<file path="src/rmt_pkg.sv">
// shared types and constants for the ratio to tuning-word pipeline
// no dependencies
`default_nettype none
package rmt_pkg;

  localparam int RATIO_BITS_DEF = 16;
  localparam int MANT_W = 32;
  localparam int FRAC_MAX_W = 32;
  localparam int EXP_W = 5;
  localparam int FRAC_SEMI_W = 14;
  localparam logic [6:0] TONAL_CENTER_RST = 7'd60;

  typedef struct packed {
    logic valid;
    logic zero;
    logic [MANT_W-1:0] mp;
    logic [MANT_W-1:0] mq;
    logic [FRAC_MAX_W-1:0] fp;
    logic [FRAC_MAX_W-1:0] fq;
    logic [EXP_W-1:0] ep;
    logic [EXP_W-1:0] eq;
    logic signed [15:0] cents;
    logic [6:0] tc;
  } rmt_cell_t;

endpackage
`default_nettype wire

</file>
<file path="src/rmt_front.sv">
// front end: ratio products and mantissa normalization
// depends on rmt_pkg
`default_nettype none
module rmt_front import rmt_pkg::*; (
  input  wire logic        clk,
  input  wire logic        rst,
  input  wire logic        accept,
  input  wire logic [15:0] note_num,
  input  wire logic [15:0] note_den,
  input  wire logic [15:0] region_num,
  input  wire logic [15:0] region_den,
  input  wire logic [15:0] cent_offset,
  input  wire logic [6:0]  tc,
  output rmt_cell_t        cell_out
);

  logic        valid0;
  logic [31:0] p_r;
  logic [31:0] q_r;
  logic [15:0] cents0;
  logic [6:0]  tc0;
  logic [EXP_W-1:0] ep;
  logic [EXP_W-1:0] eq;

  always_ff @(posedge clk) begin
    if (rst) begin
      valid0 <= 1'b0;
    end else begin
      valid0 <= accept;
    end
    p_r    <= 32'(note_num) * 32'(region_num);
    q_r    <= 32'(note_den) * 32'(region_den);
    cents0 <= cent_offset;
    tc0    <= tc;
  end

  always_comb begin
    ep = '0;
    eq = '0;
    for (int i = 0; i < 32; i++) begin
      if (p_r[i]) ep = EXP_W'(i);
      if (q_r[i]) eq = EXP_W'(i);
    end
  end

  always_ff @(posedge clk) begin
    if (rst) begin
      cell_out.valid <= 1'b0;
    end else begin
      cell_out.valid <= valid0;
    end
    cell_out.zero  <= (p_r == '0) || (q_r == '0);
    cell_out.mp    <= p_r << (5'd31 - ep);
    cell_out.mq    <= q_r << (5'd31 - eq);
    cell_out.fp    <= '0;
    cell_out.fq    <= '0;
    cell_out.ep    <= ep;
    cell_out.eq    <= eq;
    cell_out.cents <= $signed(cents0);
    cell_out.tc    <= tc0;
  end

endmodule
`default_nettype wire

</file>
<file path="config.mk">
export PLATFORM = sky130hd
export DESIGN_NAME = rmt_front
export DESIGN_NICKNAME = d
export VERILOG_FILES = /design/src/rmt_pkg.sv /design/src/rmt_front.sv
export SDC_FILE = /design/constraint.sdc
export NUM_CORES = 2
export LEC_CHECK = 0
export BUFFER_PORTS_ARGS = -buffer_cell sky130_fd_sc_hd__buf_2
export CAP_MARGIN = 25
export CORE_UTILIZATION = 40
export DETAILED_ROUTE_END_ITERATION = 10
export PLACE_DENSITY = 0.65
export SYNTH_ARGS = -nofsm -noshare
export SYNTH_HDL_FRONTEND = slang
export SYNTH_SLANG_ARGS = --single-unit
</file>
<file path="constraint.sdc">
create_clock -name clk -period 7.1 [get_ports clk]
set_input_delay 1.42 -clock clk [delete_from_list [all_inputs] [get_ports clk]]
set_output_delay 1.42 -clock clk [all_outputs]
set_load 0.02 [all_outputs]
</file>
# Word level (Yosys, flattened, before mapping)
# Cells that the tools add are included.
# totals
input_bits	90
wordCells	84
out_inout_bits	163
reg_bits	187
# op_classes
add_sub_neg	2
mul	2
shifts	2
mux	62
n_reduce_logical	3
# op_table
operator	n
$mux 5	60
$logic_not 32->1	2
$mul 16x16->32	2
$shl 32x5->32	2
$sub 5x5->5 const A	2
$mux 1	2
$logic_or 1x1->1	1

# Longest topological paths before layout
# logic_depth
ltp_word	33
depth_mapped	25

# Worst setup path after synthesis
# No wires, ideal clock.
# synth_timing
path_kind	input port to flip-flop
start	input region_den[1]
end	register q_r[31]
arrival_ns	7.149
stages	24
slack_ns	-0.121
setup_time_ns	0.072
path_cell_list	clkbuf_1 > nand2_1 > fa_1 > inv_1 > fa_1 > inv_1 > fa_1 > fa_1 > inv_1 > fa_1 > inv_1 > fa_1 > inv_1 > ha_1 > and4_1 > and2_0 > a2111oi_0 > o31a_1 > nand3_1 > a21oi_1 > a21oi_1 > a21o_1 > a21oi_1 > xnor2_1
# synth_between
elab_chain_len	1
# synth_lines
item	line	rtl
start: declaration	rmt_front.sv:11	input wire logic [15:0] region_den,
$mul 16x16->32	rmt_front.sv:32	q_r <= 32'(note_den) * 32'(region_den);
end signal: assignment	rmt_front.sv:32	
end: declaration	rmt_front.sv:19	logic [31:0] q_r;
# Every way passes these cells.
# A chain may end at the register's enable or synchronous reset.

# Final worst setup path
# layout_timing
start	input region_den[1]
end	register q_r[30]
# Same word-level chain as after synthesis.

==> results.ini <==
[cells_and_area]
syn2layout_area_growth_pct = 12.68
drive_gt1_frac = 0.1408
final_common_cell = inv_1
num-fill-cells = 5863
fin_nets = 3601
final_cell_mix = inv_1 (468), nand2_1 (389), fa_1 (388)
multi_input_area_mm2 = 0.01796
fin_util = 0.4581
seqCellArea_mm2 = 0.003744

[route]
drt_iter0_drc = 919
drcViolationCount = 48
firstDrtPassIters = 8
wl_um = 58050
num_vias = 18250
postRouteAntennaNets = 0
viasPerCell = 4.930
wl_per_cell_um = 15.68

[status]
status = complete, but fails checks
violations = DRC

[worst_hold_path]
hp-start = cents0[15]$_DFF_P_
hold_path.class = reg -> reg

[critical_path]
worstSetupEndpointType = flip-flop
critPathLaunch = region_den[1]
slowest_delay_ps = 540
critPathMaxFanout = 5
r2r-start = q_r[31]$_DFF_P_
worst_path_most_repeated_cell = fa_1
critPathKind = in -> reg
worstPathArrival_ps = 7180
crit_required_ps = 7460
worst_setup_path_start_kind = input port
crit_slowest_cell = fa_1

[synthesis]
yosysTopAreaCell = fa_1
syn-instance-count = 2656
yosysSeqAreaShare = 0.1551
synth.top_cell.area_share = 0.3219
syn_avg_cell_area_um2 = 9.085
ys_warn_count = 0
synth_edf_count = 0
ys_types = 73
synth_ff_type = dfxtp_1
synth_seq_cells = 187
netlist_area_mm2 = 0.02413
async_flop_share = 0
synth_area_leaders = fa_1 (32%), dfxtp_1 (16%), ha_1 (11%)

[floorplan]
start_util = 0.4066
dieArea_mm2 = 0.06131
die_y_um = 247.6
die_w_um = 247.6
rows = 89
pin_count = 253
coreArea_mm2 = 0.05935

[timing]
fin_setup_tns_ps = 0
setup_viol = 0
clock_skew_ps = 11.35
period_minus_slack_ps = 6818
finalCritPeriodShare = 0.9602
grt_setup_unrepaired = no
hold_viol = 0
tightestPinTransition_ps = 915.4
slew_violations = 0
relSlewSlack = 0.3841
fmax_mhz = 146.7

[run]
drv_cap = 0

[cts]
clock_sinks = 187
clk_pin_slew_ps = 70
cts_buffers = 17
cts-htree-levels = 4
cts_buffer_depth = 2
root_buffer = clkbuf_16
cts_tree = done
insertion_delay_ps = 430

[global_routing]
gr-total-overflow = 0
grt_max_degree = 32
antenna_found_initial = 2
grt_pass1_wl_um = 95280
grt_pass1_vias = 18230
grt_util_all_layers = 0.1937

[placed_design]
hpwl_um = 49880
routabilityCongestion = 0.9103
io_buffers = 188

-- metrics by stage --
step	hold slack [ps]	instance area [um^2]	setup slack [ps]	std cells
floorplan	309.6	24370	9.468	2719
global placement	311.2	26590	-168.2	3668
detailed placement	312.1	26610	-192.4	3669
CTS	323.9	27170	226.8	3700
global route	325.4	27190	20.13	3701
finish	324.2	27190	282.3	3702
-- area by class of cell --
class	instances	share of cell area
clock buffers	18	0.01578
diodes	2	0.0001841
repair buffers	336	0.08002
multi-input cells	1900	0.6606
flip-flops and latches	187	0.1377
clock inverters	13	0.004786
well taps	773	0.03557
inverters	473	0.06534
-- flip-flops by register name (all words and copies together), names as in the netlist --
signal / flops
cell_out: 99
cents0: 16
valid0: 1
p_r: 32
tc0: 7
q_r: 32
-- routing by layer --
layer / global-route usage / wire length (um)
met5: 0 / 8
met2: 0.3203 / 27200
met3: 0.02465 / 3233
met1: 0.2721 / 26890
met4: 0.03573 / 718
-- cell usage after synthesis, types with 10 or more instances --
library cell	instances
a211oi_1	14
a21o_1	14
a21oi_1	72
and2_1	202
buf_4	67
clkbuf_1	80
dfxtp_1	187
fa_1	388
ha_1	208
inv_1	468
mux2_2	20
mux2i_1	120
nand2_1	389
nand2b_1	11
nand3_1	16
nor2_1	106
nor3_1	18
nor4_1	12
o21a_1	13
o21ai_0	49
o221ai_1	10
xnor2_1	43
xor2_1	12
-- logic make-up (layout without fill, tap and decap cells) --
kind of cell | Yosys count | in the layout | synth area share
buf+inv | 632 | 840 | 0.1112
xor+xnor | 55 | 55 | 0.01996
flops | 187 | 187 | 0.1551
other cells | 1 | 66 | 0.0001554
simple gates | 782 | 782 | 0.1501
fa+ha+maj | 596 | 596 | 0.4297
compound gates | 262 | 262 | 0.07368
mux | 141 | 141 | 0.06004
-- critical path: cells and delay by family --
kind,cells,cell delay [ps]
adders and majority gates,7,3280
AOI/OAI and AO/OA,8,1610
buffers and inverters,8,660
xor gates and xnor gates,1,140
and+or+nand+nor,1,60
-- what timing repair did --
item,CTS,global route
gates resized for setup,0,3
hold buffers,0,0
endpoints found under the setup margin,0,2
buffers inserted,0,0
-- path summary, 6_finish.rpt --
| check | to | slack, ps | cells past startpoint |
|---|---|---|---|
| worst max register to register | cell_out[126]$_DFF_P_ | 3280 | 8 |
| worst max-delay path | q_r[30]$_DFF_P_ | 280 | 25 |
| worst min-delay path | cell_out[22]$_DFF_P_ | 320 | 0 |
| worst min register to register | cell_out[22]$_DFF_P_ | 320 | 0 |
Power is left out: the tool's default activity adds up to more than one toggle a clock period on the data nets, which glitch-free logic cannot reach.
