$ cat src/rmt_pkg.sv
// shared types and constants for the ratio to tuning-word pipeline
// no dependencies
`default_nettype none
package rmt_pkg;

  localparam int RATIO_BITS_DEF = 16;
  localparam int MANT_W = 32;
  localparam int FRAC_MAX_W = 32;
  localparam int EXP_W = 5;
  localparam int FRAC_SEMI_W = 14;
  localparam logic [6:0] TONAL_CENTER_RST = 7'd60;

  typedef struct packed {
    logic valid;
    logic zero;
    logic [MANT_W-1:0] mp;
    logic [MANT_W-1:0] mq;
    logic [FRAC_MAX_W-1:0] fp;
    logic [FRAC_MAX_W-1:0] fq;
    logic [EXP_W-1:0] ep;
    logic [EXP_W-1:0] eq;
    logic signed [15:0] cents;
    logic [6:0] tc;
  } rmt_cell_t;

endpackage
`default_nettype wire

$ cat src/rmt_log_cell.sv
// one squaring step of the log2 chain, yields one fraction bit per mantissa
// depends on rmt_pkg
`default_nettype none
module rmt_log_cell import rmt_pkg::*; (
  input  wire logic clk,
  input  wire logic rst,
  input  rmt_cell_t cell_in,
  output rmt_cell_t cell_out
);

  logic [63:0] sp;
  logic [63:0] sq;
  logic [32:0] tp;
  logic [32:0] tq;

  assign sp = 64'(cell_in.mp) * 64'(cell_in.mp);
  assign sq = 64'(cell_in.mq) * 64'(cell_in.mq);
  assign tp = sp[63:31];
  assign tq = sq[63:31];

  always_ff @(posedge clk) begin
    if (rst) begin
      cell_out.valid <= 1'b0;
    end else begin
      cell_out.valid <= cell_in.valid;
    end
    cell_out.zero  <= cell_in.zero;
    cell_out.mp    <= tp[32] ? tp[32:1] : tp[31:0];
    cell_out.mq    <= tq[32] ? tq[32:1] : tq[31:0];
    cell_out.fp    <= {cell_in.fp[FRAC_MAX_W-2:0], tp[32]};
    cell_out.fq    <= {cell_in.fq[FRAC_MAX_W-2:0], tq[32]};
    cell_out.ep    <= cell_in.ep;
    cell_out.eq    <= cell_in.eq;
    cell_out.cents <= cell_in.cents;
    cell_out.tc    <= cell_in.tc;
  end

endmodule
`default_nettype wire

$ cat config.mk
export PLATFORM = sky130hd
export DESIGN_NAME = rmt_log_cell
export DESIGN_NICKNAME = d
export VERILOG_FILES = /design/src/rmt_pkg.sv /design/src/rmt_log_cell.sv
export SDC_FILE = /design/constraint.sdc
export NUM_CORES = 2
export LEC_CHECK = 0
export BUFFER_PORTS_ARGS = -buffer_cell sky130_fd_sc_hd__buf_2
export CAP_MARGIN = 15
export CORE_MARGIN = 2
export CORE_UTILIZATION = 60
export CTS_BUF_LIST = sky130_fd_sc_hd__clkbuf_4 sky130_fd_sc_hd__clkbuf_8
export DETAILED_ROUTE_END_ITERATION = 10
export GPL_ROUTABILITY_DRIVEN = 1
export PLACE_DENSITY_LB_ADDON = 0.3
export SETUP_SLACK_MARGIN = 0.05
export SYNTH_ARGS = -nofsm -noshare
export SYNTH_HDL_FRONTEND = slang
export SYNTH_SLANG_ARGS = --single-unit
export TNS_END_PERCENT = 50
$ cat constraint.sdc
create_clock -name clk -period 15.9 [get_ports clk]
set_clock_uncertainty 0.05 [all_clocks]
set_input_delay 1.59 -clock clk [delete_from_list [all_inputs] [get_ports clk]]
set_output_delay 1.59 -clock clk [all_outputs]
set_load 0.1 [all_outputs]
# == Word-level counts from Yosys, hierarchy flattened ==
# Cells that the tools add are included.
# word_totals
reg_bits,163
inputBits,165
output_inout_bits,163
wordCells,16
# classes
multipliers,2
muxes,2
# ops
op,n
32-bit by 32-bit multiplier with 64-bit output,2
31-bit 2-to-1 mux,2

# == Depth between registers and ports, before layout ==
# logic_depth
word_depth,2
depth_mapped,33
mapped_depth_nobuf,29

# == Worst setup path after synthesis ==
# No wires, ideal clock.
# synth_timing
kind,input to register
start,input cell_in[131] (netlist bit)
end,register cell_out[151] (netlist bit)
setup_time_ns,0.086
arrival_ns,9.169
t_required_ns,15.764
path_slack_ns,6.595
cell_stages,28
n_path_buf,3
path_cell_list,clkbuf_1 -> clkbuf_1 -> nand2_1 -> fa_1 -> fa_1 -> inv_1 -> fa_1 -> inv_1 -> fa_1 -> inv_1 -> fa_1 -> fa_1 -> fa_1 -> fa_1 -> ha_1 -> a21o_1 -> nand3_1 -> a2111oi_1 -> a311o_1 -> a211o_2 -> o21ai_4 -> a31oi_4 -> mux2_4 -> or2_1 -> buf_6 -> inv_4 -> mux2_4 -> a221oi_2
# synth_via
elab_chain_cells,2
# synth_lines
item,line,rtl
from (decl),rmt_log_cell.sv:7,"input rmt_cell_t cell_in,"
32-bit by 32-bit multiplier with 64-bit output,rmt_log_cell.sv:16,assign sp = 64'(cell_in.mp) * 64'(cell_in.mp);
31-bit 2-to-1 mux,rmt_log_cell.sv:28,cell_out.mp <= tp[32] ? tp[32:1] : tp[31:0];
to (decl),rmt_log_cell.sv:8,output rmt_cell_t cell_out
# No other way between the ends.
# A chain may end at the register's enable or synchronous reset.

# == Worst setup path after layout ==
# layout_timing
start,input cell_in[144] (netlist bit)
end,register cell_out[151] (netlist bit)
# The elaborated chain is that of the path after synthesis.

==> flow_summary_export.csv <==
group,metric,value,unit
run_status,status,"finished clean",
worst_setup_path,path_max_fanout,29,
final_layout,top_regs,"cell_out (163)",
sta,hold_slack,1.03,ns
worst_setup_path,worstSetupPathType,"primary input to flop",
place,place_inst,7962,
clock_tree,clkSlewWorstSetupHoldPaths,0.13,ns
drt,wire_per_inst,19.5,um
drt,via_per_inst,5.43,
clock_tree,post-cts-setup-buffers,0,
global_route,grt_max_degree,42,
logic_synthesis,avgSynthCellArea,9.58,um^2
final_layout,nNetsFinal,8958,
drt,wl_met1,61100,um
min_path,hold_path.class,"primary input to flop",
final_layout,largest_register_ffs,163,
place,place_congestion,0.959,
clock_tree,htreeDepth,4,
floorplanning,start_util,60.6,%
clock_tree,cts_root_buffer,"clkbuf_8",
sta,setup_violations,0,
drt,routed_wl,156000,um
logic_synthesis,yosys-top-cells-count,"inv_1, fa_1, ha_1",
final_layout,drive_gt1_share,7.30,%
logic_synthesis,yosysTopAreaCellShare,51.2,%
worst_setup_path,cp_common_cell,"fa_1",
sta,maxSlewViolCount,0,
logic_synthesis,synth_cells,6458,
drt,wl_met3,12500,um
drt,ant_nets,0,
global_route,overflow,0,
logic_synthesis,synth_cell_types,79,
place,io_buffers,325,
floorplanning,die_h,325,um
floorplanning,io-pin-count,328,
clock_tree,post_cts_resize_count,0,
place,dpl.hpwl,123000,um
sta,hold_violations,0,
global_route,grt_pass1_wl,256000,um
sta,rsz0062_at_grt,"false",
sta,worst_pin_slew,1.09,ns
worst_setup_path,cp_slowest_stage_delay,0.74,ns
worst_setup_path,critPathCaptureType,"flop",
sta,layout_setup_ws,5.36,ns
logic_synthesis,synth-main-ff-cell,"dfxtp_1",
floorplanning,dieArea,106000,um^2
worst_setup_path,cp.required,16.33,ns
logic_synthesis,synth_seq_cells,163,
sta,slew_headroom,27.6,%
final_layout,final_cells,7997,
logic_synthesis,async_flop_share,0,%
logic_synthesis,netlist_area,61900,um^2
final_layout,top_register,"cell_out",
global_route,grt.total_usage,31.1,%
global_route,grt_pass1_vias,48289,
drt,top_layer,"met4",
floorplanning,die_w,325,um
logic_synthesis,synth_area_leader_cell,"fa_1",
logic_synthesis,synth_edf_count,0,
drt,drc,0,
global_route,antenna_found_initial,4,
logic_synthesis,seq_area_frac_synth,5.27,%
final_layout,area.growth.synth_to_final,5.14,%
sta,min_period,10.54,ns
floorplanning,rows,117,
worst_setup_path,startpoint_type,"primary input",
worst_setup_path,worst_path_max_delay_cell,"buf_2",
clock_tree,cts.sinks,163,
clock_tree,clk_path_buf_depth,2,
logic_synthesis,synth.most_common_cell,"inv_1",
logic_synthesis,yosys_warnings,0,
logic_synthesis,synth_top_cells_by_area,"fa_1, ha_1, inv_1, dfxtp_1, and2_1",
clock_tree,numCtsBuffers,17,
logic_synthesis,synth_nets,8803,
clock_tree,cts_tree,"built",
sta,max_freq,94.8,MHz
place,post-place-ws,4.83,ns
drt,wl_met2,76600,um
drt,dr.first_iter.drc_count,2762,
sta,fin_tns_setup,0,ns
sta,finalCritPeriodShare,66.3,%
job,drv_cap,0,
drt,vias,43423,
floorplanning,core,102000,um^2
worst_setup_path,arrival,10.98,ns
drt,first_pass_iters,6,
clock_tree,hold_buffers,0,
[worst paths after layout]
kind,start,endpoint,slack [ns],cells past startpoint
setup / recovery,cell_in[144],cell_out[151]$_DFF_P_,5.36,29
hold / removal,cell_in[17],cell_out[17]$_DFF_P_,1.03,1
[per-layer routing]
metal	track usage, %	vias up
met3	5.65	363
met1	41.7	22290
met2	51.9	1733
met5	0	-
met4	9.30	0
li1	-	19037
[cell usage in the layout, fill, tap and decap left out, drive strengths merged, types with 71 or more instances in the layout]
master / netlist / routed
a21oi: 136 / 136
and2: 466 / 466
buf: 13 / 365
dfxtp: 163 / 163
fa: 1582 / 1582
ha: 598 / 598
inv: 1960 / 1969
nand2: 564 / 564
nor2: 115 / 115
o21ai: 71 / 71
xnor2: 74 / 74
xor2: 85 / 85
[final cells by class]
cell class,instances,area (um^2)
diodes,3,7.51
clock buffers,17,234
clock inverters,15,191
fillers,8353,37000
inverters,1961,7360
multi-input cells,4105,50400
flip-flops and latches,163,3260
well taps,1368,1710
repair buffers,365,1930
[cell families after synthesis]
family,share of synthesized area [%]
buffers and inverters,13.3
adder cells (fa/ha/maj),63.3
AND/OR/NAND/NOR,10.2
AO/OA/AOI/OAI,4.60
flip-flops,5.27
XOR/XNOR,2.26
multiplexers,1.02
[worst max-delay path, delay by kind of cell]
kind	cells	cell delay (ns)
adder cells (fa/ha/maj)	9	4.24
buffers and inverters	8	1.81
AND/OR/NAND/NOR	5	1.33
AO/OA/AOI/OAI	5	1.31
multiplexers	2	0.65
[per-stage QoR]
step	area [um^2]	util, %
final	65100	63.8
after global routing	65000	63.8
after CTS	65000	63.7
after detailed placement	64600	63.3
after global placement	64600	63.3
after floorplan	61900	-
Power is left out: the tool's default activity adds up to more than one toggle a clock period on the data nets, which glitch-free logic cannot reach.
