===== config.mk =====
export PLATFORM = sky130hd
export DESIGN_NAME = rmt_back
export DESIGN_NICKNAME = d
export VERILOG_FILES = /design/src/rmt_pkg.sv /design/src/rmt_back.sv
export SDC_FILE = /design/constraint.sdc
export NUM_CORES = 1
export LEC_CHECK = 0
export ABC_AREA = 1
export BUFFER_PORTS_ARGS = -buffer_cell sky130_fd_sc_hd__buf_2
export CAP_MARGIN = 10
export CORE_AREA = 2 2 267 269
export CTS_BUF_LIST = sky130_fd_sc_hd__clkbuf_4 sky130_fd_sc_hd__clkbuf_8
export DETAILED_ROUTE_END_ITERATION = 16
export DIE_AREA = 0 0 269 271
export PLACE_DENSITY = 0.65
export REMOVE_ABC_BUFFERS = 1
export SYNTH_ARGS = -nofsm -noshare
export SYNTH_HDL_FRONTEND = slang
export SYNTH_SLANG_ARGS = --single-unit

===== constraint.sdc =====
create_clock -name clk -period 5.5 [get_ports clk]
set_input_delay 0.55 -clock clk [delete_from_list [all_inputs] [get_ports clk]]
set_output_delay 0.55 -clock clk [all_outputs]
set_load 0.01 [all_outputs]

===== src/rmt_pkg.sv =====
// shared types and constants for the ratio to tuning-word pipeline
// no dependencies
`default_nettype none
package rmt_pkg;

  localparam int RATIO_BITS_DEF = 16;
  localparam int MANT_W = 32;
  localparam int FRAC_MAX_W = 32;
  localparam int EXP_W = 5;
  localparam int FRAC_SEMI_W = 14;
  localparam logic [6:0] TONAL_CENTER_RST = 7'd60;

  typedef struct packed {
    logic valid;
    logic zero;
    logic [MANT_W-1:0] mp;
    logic [MANT_W-1:0] mq;
    logic [FRAC_MAX_W-1:0] fp;
    logic [FRAC_MAX_W-1:0] fq;
    logic [EXP_W-1:0] ep;
    logic [EXP_W-1:0] eq;
    logic signed [15:0] cents;
    logic [6:0] tc;
  } rmt_cell_t;

endpackage
`default_nettype wire


===== src/rmt_back.sv =====
// back end: semitone scaling, divide by 25, clamp and output register
// depends on rmt_pkg
`default_nettype none
module rmt_back import rmt_pkg::*; #(
  parameter int RATIO_BITS = RATIO_BITS_DEF
) (
  input  wire logic       clk,
  input  wire logic       rst,
  input  rmt_cell_t       cell_in,
  output logic            done,
  output logic [6:0]      note_number,
  output logic [6:0]      fraction_high,
  output logic [6:0]      fraction_low,
  output logic            out_of_range
);

  localparam int LW  = RATIO_BITS + 6;
  localparam int LW7 = LW + 7;
  localparam int SW  = LW7 + 16;
  localparam logic [31:0] TOP_N = 32'd52428800;
  localparam logic [34:0] RECIP_25 = 35'd1374389535;

  logic [LW-1:0]         l_raw;
  logic signed [LW7-1:0] l_ext;
  logic signed [SW-1:0]  sh;
  logic [31:0]           n_next;

  logic                  va;
  logic                  za;
  logic signed [LW7-1:0] lw_r;
  logic signed [15:0]    ca;
  logic [6:0]            tca;

  logic                  vb;
  logic                  zb;
  logic [31:0]           n_r;

  logic                  vc;
  logic                  bad_c;
  logic                  big_c;
  logic [60:0]           prod;
  logic [20:0]           t;

  assign l_raw = (LW'(cell_in.ep) << RATIO_BITS) - (LW'(cell_in.eq) << RATIO_BITS)
               + LW'(cell_in.fp[RATIO_BITS-1:0]) - LW'(cell_in.fq[RATIO_BITS-1:0]);
  assign l_ext = LW7'($signed(l_raw));
  assign sh = (SW'(lw_r) <<< 16) >>> RATIO_BITS;
  assign n_next = sh[31:0] + {{12{ca[15]}}, ca, 4'b0000} + 32'(tca) * 32'd409600;
  assign t = prod[55:35];

  always_ff @(posedge clk) begin
    if (rst) begin
      va <= 1'b0;
      vb <= 1'b0;
      vc <= 1'b0;
      done <= 1'b0;
    end else begin
      va <= cell_in.valid;
      vb <= va;
      vc <= vb;
      done <= vc;
    end
    za    <= cell_in.zero;
    lw_r  <= l_ext * LW7'(75);
    ca    <= cell_in.cents;
    tca   <= cell_in.tc;
    zb    <= za;
    n_r   <= n_next;
    bad_c <= zb || n_r[31];
    big_c <= !n_r[31] && (n_r >= TOP_N);
    prod  <= 61'(n_r[25:0]) * 61'(RECIP_25);
    if (bad_c) begin
      note_number   <= '0;
      fraction_high <= '0;
      fraction_low  <= '0;
      out_of_range  <= 1'b1;
    end else if (big_c) begin
      note_number   <= '1;
      fraction_high <= '1;
      fraction_low  <= '1;
      out_of_range  <= 1'b1;
    end else begin
      note_number   <= t[20:14];
      fraction_high <= t[13:7];
      fraction_low  <= t[6:0];
      out_of_range  <= 1'b0;
    end
  end

endmodule
`default_nettype wire


After elaboration in Yosys (flattened, before gate mapping)
Cells that the tools add are included.
- output and inout bits: 23
- bits in registers: 169
- input bits: 165
- logic and storage cells: 33
- order comparisons: 1
- multiplexer cells: 4
- add/subtract/negate cells: 5
- reductions and logical operators: 3
- $mul: 3
- operators with widths (kind ; count):
    26-bit by 31-bit multiplier with 56-bit output, second input constant ; 1
    32-bit by 26-bit greater-or-equal comparator with 1-bit output, second input constant ; 1
    30-bit by 27-bit adder with 31-bit output ; 1
    29-bit by 20-bit adder with 30-bit output ; 1
    22-bit by 8-bit multiplier with 29-bit output, second input constant ; 1
    22-bit by 16-bit adder with 22-bit output ; 1
    21-bit by 21-bit subtractor with 22-bit output ; 1
    22-bit by 16-bit subtractor with 22-bit output ; 1
    7-bit two-way mux ; 3
    7-bit by 5-bit multiplier with 12-bit output, second input constant ; 1
    1-bit logical AND ; 1
    1-bit zero test ; 1
    1-bit logical OR ; 1
    1-bit two-way mux ; 1

Longest topological paths before layout
Gate-level depths: netlist (run 1).
- word-level depth: 4
- mapped depth: 29

Worst setup path after synthesis (run 1)
Ideal clock, no wire load.
- path type: register to register
- start point: register n_r[23]
- end point: register prod[43]
- library setup time: 0.112 ns
- setup slack: -0.072 ns
- cell stages (with the launch flop): 24
- required time: 5.388 ns
- clock period less this slack: 5.572 ns
- arrival: 5.460 ns
- cell sequence: dfxtp_1 > inv_1 > fa_1 > fa_1 > inv_1 > fa_1 > inv_1 > fa_1 > inv_1 > fa_1 > fa_1 > inv_1 > fa_1 > inv_1 > ha_1 > nand2_1 > nor2_1 > nand2_2 > nor2_2 > nand3_1 > a21oi_2 > nor2_1 > nand3_1 > nand2_1
- cells in the longest elaborated chain, start to end: 1
- ends and longest elaborated chain (element ; line ; source):
    start: declaration ; rmt_back.sv:36 ; logic [31:0] n_r;
    start signal: assignment ; rmt_back.sv:68 ; n_r <= n_next;
    26-bit by 31-bit multiplier with 56-bit output ; rmt_back.sv:71 ; prod <= 61'(n_r[25:0]) * 61'(RECIP_25);
    end signal: assignment ; rmt_back.sv:71 ;
    end: declaration ; rmt_back.sv:41 ; logic [60:0] prod;
No other way between the ends.
A chain may end at the register's enable or synchronous reset.

Worst setup path after layout (run 1)
- start point: register n_r[24]
- end point: register prod[40]
Same word-level chain as after synthesis.

==> results.ini, run 1 <==
[cts]
clockBufferDepth=2
cts_tree=yes
clk_pin_slew_ns=0.11
clk_latency_ns=0.59
htreeDepth=4
numCtsBuffers=17
clock_sinks=134
clockRootBuffer=clkbuf_8

[outcome]
violations=setup timing
status=complete, but fails checks

[layout]
final_common_cell=inv_1
synthToLayoutAreaGrowth_pct=18.7
utilization=0.414
drive_above_1_share=0.178
stdcell_count=4261
nets=4268
most-common-layout-cells=inv_1, ha_1, nand2_1

[placement]
placed_cells=4212
hpwlAfterDp_um=60300
dp_slack_ns=-0.372
routabilityCongestion=0.969
port_buffers=91

[timing]
fin_crit_ns=5.67
finClkSkew_ns=0.0418
maxSlewViolCount=0
relSlewSlack=0.405
worst_pin_slew_ns=0.892
fmax_mhz=176
setup_viol=21
final-hold-violation-count=0
fin_crit_sh=1.03
rsz0062_at_grt=true
finalWorstSetupSlack_ns=-0.169

[floorplanning]
core-area_mm2=0.0698
die_width_um=269
die_area_mm2=0.0729
num_rows=97
ioPinCount=188
initial_core_util=0.349
die_h_um=271

[grt]
grt_pass1_vias=20345
grt_pass1_wl_um=109000
grt_usage=0.195
grt_overflow=0
antenna_found_initial=2
grt_max_degree=23

[routing]
drc=0
dr.pass1.iters=5
vias=19691
drt_iter0_drc=1062
ant_nets=0
wl_um=68300
via_per_inst=4.62
wl_per_cell_um=16.0

[yosys]
ys_types=43
synth.ff_latch_count=134
synth.area.top_cells=fa_1, ha_1, inv_1
yosysSeqAreaShare=0.110
syn_area_mm2=0.0243
yosysTopAreaCell=fa_1
yosysTopAreaCellShare=0.278
syn_area_per_cell_um2=8.10
yosysWarningCount=0
syn_inst=3003

[hold_path]
hp-class=in2reg
hold_depth=1
min_from=cell_in[2]
worstHoldEndpoint=tca[2]$_DFF_P_

[critical_path]
regToRegEndpoint=prod[40]$_DFF_P_
r2r_start=n_r[24]$_DFF_P_
setup.worst_path.start_class=flop
crit_fanout=4
worst-setup-path-type=reg2reg
crit_start=n_r[24]$_DFF_P_
cp.required_ns=5.97
r2r_cells=21
worstPathArrival_ns=6.14
setup.worst_path.end_class=flop
rrSetupSlack_ns=-0.17

[run]
drv_cap=0

-- synthesized netlist by cell type, drive strengths merged --
master    n
xor2     48
or2       4
clkinv    1
o211ai    2
and2      5
o21bai   14
clkbuf    4
o211a     1
a211oi    2
nor2    233
and3      1
nand3    95
a31oi     6
fa      338
nand2   445
a21o     13
ha      458
nor4      9
a21boi   10
xnor2    26
a21oi   133
o21ai    82
nor3     23
o21a      6
dfxtp   134
inv     862
nand4    43
nand3b    5
-- through the flow --
stage | hold slack (ns) | cell area [um^2] | setup TNS [ns]
floorplan | 0.310 | 24300 | -0.229
global placement | 0.314 | 27300 | -5.31
detailed placement | 0.314 | 27300 | -6.75
CTS | 0.00655 | 28400 | -1.15
global route | 0.0291 | 28900 | -5.81
finish | 0.0664 | 28900 | -2.04
-- worst max path at each step --
stage / end / cells after the start
floorplan: prod[43]$_DFF_P_ / 23
global placement: prod[52]$_DFF_P_ / 21
detailed placement: prod[52]$_DFF_P_ / 21
CTS: prod[36]$_DFF_P_ / 24
global route: prod[53]$_DFF_P_ / 24
finish: prod[40]$_DFF_P_ / 21
-- worst max-delay path, stage by stage, from the launching register on --
cell,delay [ns]
dfxtp_2,0.35
inv_2,0.05
fa_2,0.61
fa_1,0.42
fa_1,0.51
inv_1,0.05
fa_1,0.49
inv_1,0.06
fa_1,0.60
inv_2,0.06
fa_1,0.55
inv_2,0.04
fa_1,0.54
inv_2,0.06
ha_4,0.32
nand2_4,0.09
nor2_4,0.17
nand2_2,0.11
nor2_2,0.12
nand4_1,0.14
nand4_1,0.13
nand2_1,0.08
-- state kept, by name, indices dropped and copies added (netlist names) --
signal / flops
ca: 16
prod: 21
tca: 7
vc: 1
lw_r: 29
fraction_high: 7
fraction_low: 7
note_number: 7
out_of_range: 1
big_c: 1
za: 1
done: 1
vb: 1
va: 1
zb: 1
n_r: 31
bad_c: 1
-- cell type report --
| class | count | area [um^2] |
|---|---|---|
| multi-input combinational | 2002 | 19300 |
| clock buffer | 17 | 234 |
| sequential | 134 | 2700 |
| clock inverter | 15 | 206 |
| inverter | 863 | 3250 |
| antenna | 1 | 2.50 |
| timing repair buffer | 289 | 1980 |
| fill | 7090 | 40900 |
| tap | 940 | 1180 |
-- layer usage --
metal	track usage	vias up	wire, um
met5	0	-	0
met4	0.0692	0	2490
met3	0.0277	112	2870
met2	0.331	452	32600
met1	0.250	9368	30300
li1	-	9759	-
-- timing repair --
item | 4_1_cts | 5_1_grt
resized for setup | 170 | 108
pin swaps | 74 | 88
hold buffers | 1 | 0
buffers inserted | 7 | 9
endpoints found under the setup margin | 21 | 21
hold endpoints to repair | 1 | 0
-- kinds of logic after synthesis --
logic type | count (synthesis) | share of synthesized area
xor gates and xnor gates | 74 | 0.0266
AOI/OAI and AO/OA | 269 | 0.0616
and+or+nand+nor | 863 | 0.154
buffers and inverters | 867 | 0.134
adders and majority gates | 796 | 0.514
DFF | 134 | 0.110
Power of run 1 is left out: the tool's default activity adds up to more than one toggle a clock period on the data nets, which glitch-free logic cannot reach.
==> inputs of run 2 (changes only) <==
--- a/config.mk
+++ b/config.mk
@@ -8,11 +8,11 @@
 export ABC_AREA = 1
 export BUFFER_PORTS_ARGS = -buffer_cell sky130_fd_sc_hd__buf_2
 export CAP_MARGIN = 10
-export CORE_AREA = 2 2 267 269
+export CORE_AREA = 2 2 226 317
 export CTS_BUF_LIST = sky130_fd_sc_hd__clkbuf_4 sky130_fd_sc_hd__clkbuf_8
 export DETAILED_ROUTE_END_ITERATION = 16
-export DIE_AREA = 0 0 269 271
-export PLACE_DENSITY = 0.65
+export DIE_AREA = 0 0 228 319
+export PLACE_DENSITY_LB_ADDON = 0.1
 export REMOVE_ABC_BUFFERS = 1
 export SYNTH_ARGS = -nofsm -noshare
 export SYNTH_HDL_FRONTEND = slang
==> run 2 against run 1 <==
Against the previous run: the run still ends with setup timing left; critical path depth is 1 higher; largest cell class unchanged; highest routed layer unchanged; sequential cell count stayed put; die area is 0.23% lower; hold slack better by 0.046 ns.
==> results.ini, run 2 (synthesis results as in run 1) <==
[grt]
grt_overflow=0  ; unchanged
grt_max_degree=23  ; unchanged
grt_pass1_vias=22846  ; was 20.3k
antenna_found_initial=1  ; was 2
grt_usage=0.234  ; was 0.195
grt_pass1_wl_um=127000  ; was 109000 um

[critical_path]
setup.worst_path.end_class=flop  ; unchanged
cp.required_ns=5.97  ; about the same
slowest_delay_ns=0.60  ; was 0.61 ns
setup.worst_path.start_class=flop  ; unchanged
crit_chain=inv_2 > fa_2 > fa_1 > fa_2 > inv_2 > fa_2 > inv_2 > fa_2 > inv_2 > fa_1 > inv_2 > fa_1 > inv_2 > ha_4 > buf_6 > nand2_8 > nor2_4 > nand2_2 > nor4_2 > nand2_1 > nand3_1 > nand2_1  ; was inv_2 > fa_2 > fa_1 > fa_1 > inv_1 > fa_1 > inv_1 > fa_1 > inv_2 > fa_1 > inv_2 > fa_1 > inv_2 > ha_4 > nand2_4 > nor2_4 > nand2_2 > nor2_2 > nand4_1 > nand4_1 > nand2_1
crit_start=n_r[25]$_DFF_P_  ; was n_r[24]$_DFF_P_
crit_end=prod[52]$_DFF_P_  ; was prod[40]$_DFF_P_
crit_fanout=4  ; unchanged
crit_top_cell=inv_2  ; was fa_1
worst-setup-path-type=reg2reg  ; unchanged
critPathSlowestCell=fa_2  ; unchanged
worstPathArrival_ns=6.18  ; was 6.14 ns
r2r_cells=22  ; was 21
regToRegEndpoint=prod[52]$_DFF_P_  ; was prod[40]$_DFF_P_
r2r_start=n_r[25]$_DFF_P_  ; was n_r[24]$_DFF_P_
rrSetupSlack_ns=-0.21  ; was -0.17 ns

[layout]
regArea_mm2=0.00271  ; was 0.00270 mm^2
synthToLayoutAreaGrowth_pct=25.2  ; was 18.7%
stdcell_count=4424  ; was 4261
reg.largest.list=n_r x31, lw_r x29, prod x21  ; unchanged
regMostFlops=n_r  ; unchanged
utilization=0.435  ; was 0.414
fill_cells=7261  ; was 7090
drive_above_1_share=0.224  ; was 0.178
nets=4435  ; was 4268
most-common-layout-cells=inv_1, ha_1, nand2_1  ; unchanged
final_common_cell=inv_1  ; unchanged
multi_input_area_mm2=0.0196  ; was 0.0193 mm^2
largest_reg_flops=31  ; unchanged

[run]
drv_cap=0  ; unchanged

[routing]
vias=20408  ; was 19.7k
via_per_inst=4.61  ; was 4.62
wl_per_cell_um=18.7  ; was 16.0 um
drt_iter0_drc=566  ; was 1062
drc=0  ; unchanged
dr.pass1.iters=5  ; unchanged
ant_nets=0  ; unchanged
wl_um=82700  ; was 68300 um

[cts]
clockBufferDepth=2  ; unchanged
clk_latency_ns=0.59  ; about the same
clk_pin_slew_ns=0.11  ; about the same
numCtsBuffers=17  ; unchanged
clockRootBuffer=clkbuf_8  ; unchanged
htreeDepth=4  ; unchanged
clock_sinks=134  ; unchanged
cts_tree=yes  ; unchanged

[floorplanning]
initial_core_util=0.348  ; was 0.349
die_width_um=228  ; was 269 um
die_h_um=319  ; was 271 um
core-area_mm2=0.0699  ; was 0.0698 mm^2
die_area_mm2=0.0727  ; was 0.0729 mm^2
ioPinCount=188  ; unchanged
num_rows=115  ; was 97

[outcome]
status=complete, but fails checks  ; unchanged
violations=setup timing  ; unchanged

[timing]
fmax_mhz=175  ; was 176 MHz
rsz0062_at_grt=true  ; unchanged
fin_crit_sh=1.04  ; was 1.03
fin_crit_ns=5.71  ; was 5.67 ns
setup_viol=21  ; unchanged
maxSlewViolCount=0  ; unchanged
worst_pin_slew_ns=0.911  ; was 0.892 ns
finClkSkew_ns=0.0287  ; was 0.0418 ns
relSlewSlack=0.387  ; was 0.405
finalWorstSetupSlack_ns=-0.208  ; was -0.169 ns
final-hold-violation-count=0  ; unchanged

[placement]
hpwlAfterDp_um=75500  ; was 60300 um
dp_slack_ns=-0.503  ; was -0.372 ns
port_buffers=91  ; unchanged
routabilityCongestion=0.970  ; was 0.969
placed_cells=4354  ; was 4212

[hold_path]
hp-class=in2reg  ; unchanged

run 2: cell type report:
cell class	count	share of cell area
multi-input cells	2002	0.642
flip-flops and latches	134	0.0889
diodes	1	0.0000822
repair buffers	456	0.109
clock buffers	18	0.00814
clock inverters	14	0.00686
well taps	936	0.0385
inverters	863	0.107
run 2: worst min-delay path by stage:
stage	startpoint	end	cells past startpoint
4_1_cts	cell_in[11]	ca[4]$_DFF_P_	1
6_report	cell_in[11]	ca[4]$_DFF_P_	1
3_3_place_gp	lw_r[0]$_DFF_P_	n_r[0]$_DFF_P_	0
3_5_place_dp	lw_r[2]$_DFF_P_	n_r[2]$_DFF_P_	0
5_1_grt	cell_in[11]	ca[4]$_DFF_P_	1
2_1_floorplan	lw_r[0]$_DFF_P_	n_r[0]$_DFF_P_	0
run 2: routing by layer:
metal	wire length (um)	global-route usage
met5	0	0
met4	6620	0.161
met3	1520	0.0252
met2	46300	0.476
met1	28200	0.213
run 2: stage by stage:
step	hold slack [ns]	area [um^2]	setup TNS (ns)
after floorplan	0.310	24300	-0.229
after global placement	0.316	28400	-9.49
after detailed placement	0.312	28400	-9.74
after CTS	0.0169	29800	-2.43
after global routing	0.0652	30500	-6.02
final	0.113	30500	-2.16
run 2: critical path, delay by kind of cell, from the launching register on:
family | cells | cell delay (ns)
adder cells (fa/ha/maj) | 8 | 4.03
AND/OR/NAND/NOR | 7 | 0.81
flip-flops | 1 | 0.35
buffers and inverters | 7 | 0.40
run 2: timing repair:
item,CTS,global route
pin swaps,52,77
hold buffers,20,0
hold endpoints to repair,20,0
buffers inserted,6,11
resized for setup,197,150
setup endpoints to repair,21,22
Power of run 2 is left out for the same reason.
